[src/sv/timed_event_scheduler_defines.svh]
// Assertion macros shared by the timed event scheduler RTL.
`ifndef TIMED_EVENT_SCHEDULER_DEFINES_SVH
`define TIMED_EVENT_SCHEDULER_DEFINES_SVH

`ifndef SYNTHESIS

// Checks a property at every rising clock edge outside reset.
`define TES_ASSERT(lbl, clk, rst, prop, msg) \
   lbl: assert property (@(posedge clk) disable iff (rst) (prop)) else $error(msg);

// Checks a property at every rising clock edge, reset included.
`define TES_ASSERT_ALWAYS(lbl, clk, prop, msg) \
   lbl: assert property (@(posedge clk) (prop)) else $error(msg);

`else

`define TES_ASSERT(lbl, clk, rst, prop, msg)

`define TES_ASSERT_ALWAYS(lbl, clk, prop, msg)

`endif

`endif

[src/sv/tes_pkg.sv]
// Types and constants of the timed event scheduler.
package tes_pkg;

   // Default table depth and stored id width.
   localparam int DEF_MAX_EVENTS = 32;
   localparam int DEF_ID_BITS    = 16;

   // Most events reported by one advance request.
   localparam int OUT_CAP = 32;

   typedef enum logic [1:0] {
      OP_ADD     = 2'd0,
      OP_CLEAR   = 2'd1,
      OP_REWIND  = 2'd2,
      OP_ADVANCE = 2'd3
   } tes_op_type;

   typedef struct packed {
      tes_op_type  req_type;
      logic [31:0] time_value;
      logic [15:0] event_id;
   } req_beat_type;

   typedef struct packed {
      logic        fired;
      logic [15:0] fired_id;
      logic [31:0] fired_time;
      logic        last;
      logic        finished;
      logic        table_full;
      logic [31:0] cursor_time;
   } rsp_beat_type;

endpackage

[src/sv/timed_event_scheduler.sv]
// Timed event scheduler: event table, playback cursor and scan sequencer.
`include "timed_event_scheduler_defines.svh"

// The scheduler keeps a table of MAX_EVENTS timed events (a 16.16 due time and an id)
// and one playback cursor, and takes one request beat at a time; req_ready is high only
// while no request is in work. Every request answers with one or more response beats,
// the final one flagged by last. All work is done by one magnitude comparator and one
// read port of the event memory, stepping through the slots one per cycle. An add
// scans the valid bits for the lowest free slot, a clear needs no scan, a rewind
// takes one scan, and an advance takes one counting scan plus one minimum-search
// scan per reported event, each response beat waiting for rsp_ready. The event
// memory has no reset and needs no clearing pass: per-slot valid and pending bits
// in flip-flops are cleared by reset and by a clear request, and a slot's time and
// id are used only while it is valid.
module timed_event_scheduler
   import tes_pkg::*;
#(
   parameter int MAX_EVENTS = DEF_MAX_EVENTS,
   parameter int ID_BITS    = DEF_ID_BITS
) (
   input  logic         clock,
   input  logic         reset,
   input  logic         req_valid,
   output logic         req_ready,
   input  req_beat_type req_data,
   output logic         rsp_valid,
   input  logic         rsp_ready,
   output rsp_beat_type rsp_data
);

   localparam int AW = $clog2(MAX_EVENTS);
   localparam int CW = $clog2(MAX_EVENTS + 1);

   // One-hot sequencer states.
   typedef enum logic [5:0] {
      ST_IDLE = 6'b000001,
      ST_ADD  = 6'b000010,
      ST_REW  = 6'b000100,
      ST_CNT  = 6'b001000,
      ST_PICK = 6'b010000,
      ST_OUT  = 6'b100000
   } state_type;

   state_type state_ff, state_in;

   // Scan counter; it runs one step past the last slot to drain the memory read.
   logic [CW-1:0] cnt_ff, cnt_in;

   // Event memory with its registered read port.
   logic [31:0]        mem_time [MAX_EVENTS];
   logic [ID_BITS-1:0] mem_id   [MAX_EVENTS];
   logic [AW-1:0]      rd_addr;
   logic [AW-1:0]      rd_idx_ff;
   logic [31:0]        rd_time_ff;
   logic [ID_BITS-1:0] rd_id_ff;
   logic               mem_we;

   // Payload of an add, held while the free slot is searched.
   logic [31:0]        add_time_ff, add_time_in;
   logic [ID_BITS-1:0] add_id_ff, add_id_in;

   // Per-slot flags.
   logic [MAX_EVENTS-1:0] valid_ff, valid_in;
   logic [MAX_EVENTS-1:0] pending_ff, pending_in;
   logic [MAX_EVENTS-1:0] elig_ff, elig_in;

   logic [31:0] cursor_ff, cursor_in;

   // Advance bookkeeping.
   logic [CW-1:0] pend_cnt_ff, pend_cnt_in;
   logic [CW-1:0] elig_cnt_ff, elig_cnt_in;
   logic [CW-1:0] n_ff, n_in;
   logic [CW-1:0] k_ff, k_in;
   logic          fin_ff, fin_in;

   // Response bookkeeping.
   logic fired_ff, fired_in;
   logic full_ff, full_in;

   // Running minimum of the pick scan.
   logic               best_vld_ff, best_vld_in;
   logic [AW-1:0]      best_idx_ff, best_idx_in;
   logic [31:0]        best_time_ff, best_time_in;
   logic [ID_BITS-1:0] best_id_ff, best_id_in;

   // Shared comparator.
   logic [31:0] cmp_a, cmp_b;
   logic        cmp_lt;

   logic          scan_end;
   logic          proc;
   logic          pend_hit;
   logic          elig_hit;
   logic [CW-1:0] pend_nxt;
   logic [CW-1:0] elig_nxt;
   logic [CW-1:0] n_cap;
   logic [32:0]   adv_sum;
   logic          out_last;
   logic          req_acc;
   logic          rsp_acc;

   assign req_ready = (state_ff == ST_IDLE);
   assign rsp_valid = (state_ff == ST_OUT);
   assign req_acc   = req_valid && req_ready;
   assign rsp_acc   = rsp_valid && rsp_ready;

   assign scan_end = (cnt_ff == CW'(MAX_EVENTS));
   assign proc     = (cnt_ff != '0);
   assign rd_addr  = scan_end ? '0 : cnt_ff[AW-1:0];

   // The comparator's operands follow the scan being run.
   always_comb begin
      unique case (state_ff)
         ST_REW: begin
            cmp_a = rd_time_ff;
            cmp_b = cursor_ff;
         end
         ST_CNT: begin
            cmp_a = cursor_ff;
            cmp_b = rd_time_ff;
         end
         default: begin
            cmp_a = rd_time_ff;
            cmp_b = best_time_ff;
         end
      endcase
   end

   assign cmp_lt = (cmp_a < cmp_b);

   assign pend_hit = proc && pending_ff[rd_idx_ff];
   assign elig_hit = pend_hit && !cmp_lt;
   assign pend_nxt = pend_cnt_ff + CW'(pend_hit);
   assign elig_nxt = elig_cnt_ff + CW'(elig_hit);
   assign n_cap    = (int'(elig_nxt) > OUT_CAP) ? CW'(OUT_CAP) : elig_nxt;

   assign adv_sum  = {1'b0, cursor_ff} + {1'b0, req_data.time_value};
   assign out_last = fired_ff ? ((k_ff + CW'(1)) == n_ff) : 1'b1;

   always_comb begin
      state_in     = state_ff;
      cnt_in       = cnt_ff;
      valid_in     = valid_ff;
      pending_in   = pending_ff;
      elig_in      = elig_ff;
      cursor_in    = cursor_ff;
      pend_cnt_in  = pend_cnt_ff;
      elig_cnt_in  = elig_cnt_ff;
      n_in         = n_ff;
      k_in         = k_ff;
      fin_in       = fin_ff;
      fired_in     = fired_ff;
      full_in      = full_ff;
      best_vld_in  = best_vld_ff;
      best_idx_in  = best_idx_ff;
      best_time_in = best_time_ff;
      best_id_in   = best_id_ff;
      add_time_in  = add_time_ff;
      add_id_in    = add_id_ff;
      mem_we       = 1'b0;

      unique case (state_ff)
         ST_IDLE: begin
            if (req_acc) begin
               cnt_in      = '0;
               fired_in    = 1'b0;
               full_in     = 1'b0;
               add_time_in = req_data.time_value;
               add_id_in   = ID_BITS'(req_data.event_id);
               unique case (req_data.req_type)
                  OP_ADD: begin
                     state_in = ST_ADD;
                  end
                  OP_CLEAR: begin
                     valid_in   = '0;
                     pending_in = '0;
                     state_in   = ST_OUT;
                  end
                  OP_REWIND: begin
                     cursor_in = req_data.time_value;
                     state_in  = ST_REW;
                  end
                  OP_ADVANCE: begin
                     cursor_in   = adv_sum[32] ? '1 : adv_sum[31:0];
                     elig_in     = '0;
                     pend_cnt_in = '0;
                     elig_cnt_in = '0;
                     state_in    = ST_CNT;
                  end
                  default: begin
                     state_in = ST_IDLE;
                  end
               endcase
            end
         end

         // Walk the valid bits for the lowest free slot.
         ST_ADD: begin
            if (scan_end) begin
               full_in  = 1'b1;
               state_in = ST_OUT;
            end else if (!valid_ff[rd_addr]) begin
               mem_we            = 1'b1;
               valid_in[rd_addr] = 1'b1;
               state_in          = ST_OUT;
            end else begin
               cnt_in = cnt_ff + CW'(1);
            end
         end

         // A stored event is pending again if it is not due before the cursor.
         ST_REW: begin
            if (proc) begin
               pending_in[rd_idx_ff] = valid_ff[rd_idx_ff] && !cmp_lt;
            end
            if (scan_end) begin
               state_in = ST_OUT;
            end else begin
               cnt_in = cnt_ff + CW'(1);
            end
         end

         // Count pending events and mark those already due.
         ST_CNT: begin
            pend_cnt_in = pend_nxt;
            elig_cnt_in = elig_nxt;
            if (elig_hit) begin
               elig_in[rd_idx_ff] = 1'b1;
            end
            if (scan_end) begin
               n_in   = n_cap;
               fin_in = (pend_nxt == n_cap);
               k_in   = '0;
               cnt_in = '0;
               if (n_cap == '0) begin
                  state_in = ST_OUT;
               end else begin
                  best_vld_in = 1'b0;
                  state_in    = ST_PICK;
               end
            end else begin
               cnt_in = cnt_ff + CW'(1);
            end
         end

         // Find the earliest due event; a strict compare keeps ties on the lower slot.
         ST_PICK: begin
            if (proc && elig_ff[rd_idx_ff] && (!best_vld_ff || cmp_lt)) begin
               best_vld_in  = 1'b1;
               best_idx_in  = rd_idx_ff;
               best_time_in = rd_time_ff;
               best_id_in   = rd_id_ff;
            end
            if (scan_end) begin
               fired_in = 1'b1;
               state_in = ST_OUT;
            end else begin
               cnt_in = cnt_ff + CW'(1);
            end
         end

         ST_OUT: begin
            if (rsp_acc) begin
               if (fired_ff) begin
                  pending_in[best_idx_ff] = 1'b0;
                  elig_in[best_idx_ff]    = 1'b0;
                  k_in                    = k_ff + CW'(1);
               end
               if (out_last) begin
                  state_in = ST_IDLE;
               end else begin
                  cnt_in      = '0;
                  best_vld_in = 1'b0;
                  state_in    = ST_PICK;
               end
            end
         end

         default: begin
            state_in = ST_IDLE;
         end
      endcase
   end

   always_ff @(posedge clock) begin
      if (reset) begin
         state_ff    <= ST_IDLE;
         cnt_ff      <= '0;
         valid_ff    <= '0;
         pending_ff  <= '0;
         elig_ff     <= '0;
         cursor_ff   <= '0;
         pend_cnt_ff <= '0;
         elig_cnt_ff <= '0;
         n_ff        <= '0;
         k_ff        <= '0;
         fin_ff      <= 1'b0;
         fired_ff    <= 1'b0;
         full_ff     <= 1'b0;
         best_vld_ff <= 1'b0;
      end else begin
         state_ff    <= state_in;
         cnt_ff      <= cnt_in;
         valid_ff    <= valid_in;
         pending_ff  <= pending_in;
         elig_ff     <= elig_in;
         cursor_ff   <= cursor_in;
         pend_cnt_ff <= pend_cnt_in;
         elig_cnt_ff <= elig_cnt_in;
         n_ff        <= n_in;
         k_ff        <= k_in;
         fin_ff      <= fin_in;
         fired_ff    <= fired_in;
         full_ff     <= full_in;
         best_vld_ff <= best_vld_in;
      end
   end

   always_ff @(posedge clock) begin
      best_idx_ff  <= best_idx_in;
      best_time_ff <= best_time_in;
      best_id_ff   <= best_id_in;
      add_time_ff  <= add_time_in;
      add_id_ff    <= add_id_in;
   end

   // Event memory: one write port used by add, one registered read port used by scans.
   always_ff @(posedge clock) begin
      if (mem_we) begin
         mem_time[rd_addr] <= add_time_ff;
         mem_id[rd_addr]   <= add_id_ff;
      end
      rd_time_ff <= mem_time[rd_addr];
      rd_id_ff   <= mem_id[rd_addr];
      rd_idx_ff  <= rd_addr;
   end

   // The response is held steady by the registers behind it until it is taken.
   always_comb begin
      rsp_data.fired       = fired_ff;
      rsp_data.fired_id    = fired_ff ? 16'(best_id_ff) : '0;
      rsp_data.fired_time  = fired_ff ? best_time_ff : '0;
      rsp_data.last        = out_last;
      rsp_data.finished    = fired_ff ? fin_ff : ~|pending_ff;
      rsp_data.table_full  = full_ff;
      rsp_data.cursor_time = cursor_ff;
   end

   // The block never offers a response while it takes a request.
   `TES_ASSERT(a_no_overlap, clock, reset, !(rsp_valid && req_ready), "request taken during response")
   // A reported event must still be in the pending set when its beat goes out.
   `TES_ASSERT(a_fired_pending, clock, reset, (rsp_valid && rsp_data.fired) |-> pending_ff[best_idx_ff], "fired event not pending")
   // An advance never reports more events than it counted.
   `TES_ASSERT(a_fired_count, clock, reset, (rsp_valid && rsp_data.fired) |-> (k_ff < n_ff), "too many events reported")
   // Once the final beat is taken the block is ready for the next request.
   `TES_ASSERT(a_last_idle, clock, reset, (rsp_valid && rsp_ready && rsp_data.last) |=> req_ready, "not ready after final beat")

endmodule

[config.mk]
export PLATFORM = sky130hd
export DESIGN_NAME = timed_event_scheduler
export DESIGN_NICKNAME = d
export VERILOG_FILES = /design/src/sv/tes_pkg.sv /design/src/sv/timed_event_scheduler.sv
export VERILOG_INCLUDE_DIRS = /design/src /design/src/sv
export SDC_FILE = /design/constraint.sdc
export NUM_CORES = 2
export LEC_CHECK = 0
export BUFFER_PORTS_ARGS = -buffer_cell sky130_fd_sc_hd__buf_2
export CAP_MARGIN = 20
export CORE_MARGIN = 2
export CORE_UTILIZATION = 65
export CTS_CLUSTER_SIZE = 14
export DETAILED_ROUTE_END_ITERATION = 12
export PLACE_DENSITY = 0.81
export SLEW_MARGIN = 20
export SYNTH_ARGS = -nofsm -noshare
export SYNTH_HDL_FRONTEND = slang
export SYNTH_SLANG_ARGS = --single-unit
[constraint.sdc]
create_clock -name clock -period 12 [get_ports clock]
set_input_delay 1.8 -clock clock [delete_from_list [all_inputs] [get_ports clock]]
set_output_delay 1.8 -clock clock [all_outputs]
set_load 0.01 [all_outputs]
==> summary.txt <==
Status
  – Status: complete, no violations

Placed design
  – Final GP Congestion: 0.910
  – Number of port buffers: 139
  – Post-Place Cell Area: 0.0765 sq mm
  – Setup WS pre-CTS: 5580 ps
  – Detailed Place HPWL: 116000 microns

Worst hold path
  – Min-delay worst type: reg2reg
  – Hold path start: rd_id_ff[13]$_DFF_P_
  – Hold worst-path end: best_id_ff[13]$_DFFE_PP_
  – Hold path depth: 0

STA
  – RSZ-0062 raised after global routing: no
  – Final setup violation count: 0
  – Final Cycle Share: 0.544
  – Skew final: 43.9 ps
  – Slew margin rel.: 0.189
  – Actual slew at the worst max-slew pin: 1210 ps
  – Slew Viols, Final: 0
  – Minimum clock period: 6530 ps
  – Hold Fails Final Rpt: 0
  – Setup tns final: 0 ps
  – Setup WS post-layout: 5470 ps
  – Highest Clock Rate: 153 MHz
  – Hold WS: 394 ps

Clock tree
  – CTS tree: built
  – Post-CTS setup buffers: 0
  – Reg clk slew, reported paths: 60 ps
  – Worst skew pair latency: 810 ps
  – Root buf cell: clkbuf_16
  – Post-cts resize count: 0
  – CTS buffer count: 176
  – Max Buffers Root-to-Sink: 3
  – Htree depth: 4
  – TritonCTS sink count: 1858
  – Hold_buf cts: 0

Synthesis
  – Sequential area share after synthesis: 0.723
  – Leading area contributor after synthesis: edfxtp_1
  – Asr flop ratio synth: 0
  – EDFF count, synth: 1637
  – Avg Inst Size Synth: 13.9 sq um
  – Yosys cell types: 75
  – Synth top area cells: edfxtp_1 66%, dfxtp_1 6.0%, o221ai_1 5.4%
  – Share of the synthesized area in the top cell type: 0.664
  – Syn Inst Count: 5333
  – Syn_nets: 5460
  – Post-Syn Area: 0.0741 sq mm
  – Main flop type after synthesis: edfxtp_1
  – FF+latch count, synth: 1858
  – Yosys warns: 0

Critical path
  – Slowest library cell on the worst path: nor2_4
  – R2R depth: 11
  – Reg-to-reg critical path endpoint: mem_time[25][13]$_DFFE_PP_
  – Setup slack, reg-to-reg: 5470 ps
  – Crit-path cells: inv_8 -> ha_1 -> or4b_1 -> o21ai_4 -> buf_4 -> a221oi_1 -> a22oi_1 -> and3_1 -> nand2_1 -> nor2_4 -> buf_4
  – Setup crit end kind: flip-flop
  – CP max stage delay: 840 ps
  – CP Buf/Inv Count: 3
  – CP required: 12430 ps
  – Worst-path fanout max: 83
  – Most common cell on crit path: buf_4
  – Reg2reg start: cnt_ff[0]$_SDFFE_PP0P_
  – Worst Setup Path Type: reg2reg
  – Critical path arrival: 6970 ps
  – Startpoint Class: flip-flop
  – Crit-path leading delay family: simple AND/OR/NAND/NOR gates

Drt
  – 1st-pass router iterations: 6
  – Wire per inst: 30.0 microns
  – Routed Antenna Nets: 0
  – Via count: 50400
  – Iteration-0 DRC Markers: 8607
  – Via density: 7.14
  – Post-route DRC violation count: 0
  – WL final: 211000 microns

Global routing
  – Initial antenna violation count: 11
  – Total Routing Usage GR: 0.359
  – Largest net degree at the start of global routing: 175
  – Met1 global-route usage: 0.500
  – Met3 usage: 0.0858
  – Grt peak-use layer: met2
  – Met2 Usage GRT: 0.551
  – Vias in the first global route: 48100
  – Grt ovf: 0
  – First-pass GRT wire length: 310000 microns

Layout
  – Layout overhead on the synthesized area: 11.3%
  – Layout net count: 5527
  – Layout cells sized above 1: 0.114
  – Post-Layout Inst Area: 0.0824 sq mm

Power
  – Worst VDD drop: 0.000156 V
  – Cell Pwr Density: 169 mW/mm^2
  – Pwr Total: 13900 uW
  – P_leak: 0.0270 uW

Job
  – Max-cap check violation count: 0

Floorplan
  – Row cnt: 123
  – Die width: 342 microns
  – Starting Density: 0.657
  – I/O pins: 140
  – DIE AREA: 0.117 sq mm
  – Die height: 342 microns
  – Core ar.: 0.113 sq mm
[cell families (layout without fill, tap and decap cells)]
group,count (synthesis),in the layout,share of synthesized area
multiplexers,132,132,0.0219
adder cells (fa/ha/maj),73,73,0.0124
AO/OA/AOI/OAI,1372,1372,0.129
AND/OR/NAND/NOR,1443,1443,0.0875
flip-flops,1858,1858,0.723
other,0,2,0
XOR/XNOR,37,37,0.00458
buffers and inverters,418,635,0.0214
[routing by layer]
layer,wire (microns),vias up,part of all wire
met1,75500,24400,0.36
li1,-,21100,-
met3,30300,622,0.14
met2,96800,4161,0.46
met4,8770,10,0.042
met5,54,-,0.00026
[through the flow]
stage | instances | utilization
6_report | 7052 | 0.731
3_3_place_gp | 6708 | 0.678
2_1_floorplan | 5333 | -
3_5_place_dp | 6708 | 0.678
4_1_cts | 7036 | 0.729
5_1_grt | 7050 | 0.731
[worst max-delay path by stage]
| stage | start | end | slack, ps | cells past startpoint |
|---|---|---|---|---|
| 3_5_place_dp | cnt_ff[0]$_SDFFE_PP0P_ | mem_time[25][27]$_DFFE_PP_ | 5580 | 11 |
| 2_1_floorplan | state_ff[5]$_SDFFE_PP0P_ | best_id_ff[0]$_DFFE_PP_ | 4040 | 16 |
| 6_report | cnt_ff[0]$_SDFFE_PP0P_ | mem_time[25][13]$_DFFE_PP_ | 5470 | 11 |
| 3_3_place_gp | state_ff[5]$_SDFFE_PP0P_ | state_ff[4]$_SDFFE_PP0P_ | 5660 | 25 |
| 5_1_grt | state_ff[5]$_SDFFE_PP0P_ | state_ff[4]$_SDFFE_PP0P_ | 5100 | 25 |
| 4_1_cts | cnt_ff[0]$_SDFFE_PP0P_ | mem_time[25][27]$_DFFE_PP_ | 5540 | 11 |
[report_power, final]
part / internal, uW / switching (uW)
clock: 3030 / 2430
sequential: 7300 / 134
combinational: 259 / 774
[flip-flops by register name (all words and copies together), names as in the netlist, 5 cells and up]
name and cells:
mem_time 1024, mem_id 512, add_time_ff 32, best_time_ff 32, cursor_ff 32, elig_ff 32
pending_ff 32, rd_time_ff 32, valid_ff 32, add_id_ff 16, best_id_ff 16, rd_id_ff 16
cnt_ff 6, elig_cnt_ff 6, k_ff 6, n_ff 6, pend_cnt_ff 6, state_ff 6
best_idx_ff 5, rd_idx_ff 5
[cells in the final DEF, fill, tap and decap left out, drive strengths merged, types with 9 or more instances in the layout]
cell	n
o221ai	453
o31ai	32
o41ai	26
and2	64
nor3	26
a31oi	55
clkinv	71
o21a	10
clkbuf	238
a22o	35
a221oi	9
xnor2	26
a211oi	23
dfxtp	221
ha	72
a21oi	463
nand3b	11
a21o	27
nand2	817
nor2b	19
or3	15
o211ai	48
o21ai	109
and3	10
nor3b	10
inv	39
nor2	168
nand2b	15
nand3	88
mux2i	107
mux4	24
nor4	112
a22oi	17
edfxtp	1637
xor2	10
nand4	68
buf	275
o311ai	21
[cell usage after synthesis (17+ instances only)]
library cell and count:
o311ai_0 21, nand2_1 817, a31oi_1 55, nand4_1 68
and2_1 62, nor4_1 112, o21ai_0 107, nand3_1 88
a22o_1 35, xnor2_1 26, mux4_2 24, o31ai_1 32
nor3_1 26, mux2i_1 107, edfxtp_1 1637, dfxtp_1 221
inv_1 30, o221ai_1 453, clkbuf_1 340, a21oi_1 463
a211oi_1 23, o211ai_1 48, nor2_1 168, o41ai_1 26
ha_1 72, buf_1 39, a21o_1 27, nor2b_1 19
a22oi_1 17
[cell type report]
cell class              instances  area [sq um]
clock inverters                90           831
inverters                      32           136
multi-input cells            3057         19300
repair buffers                275          1870
diodes                          2          5.00
flip-flops and latches       1858         53600
clock buffers                 238          4840
fillers                      6617         30400
well taps                    1500          1880
No activity file was read; power rests on OpenSTA's default activity.
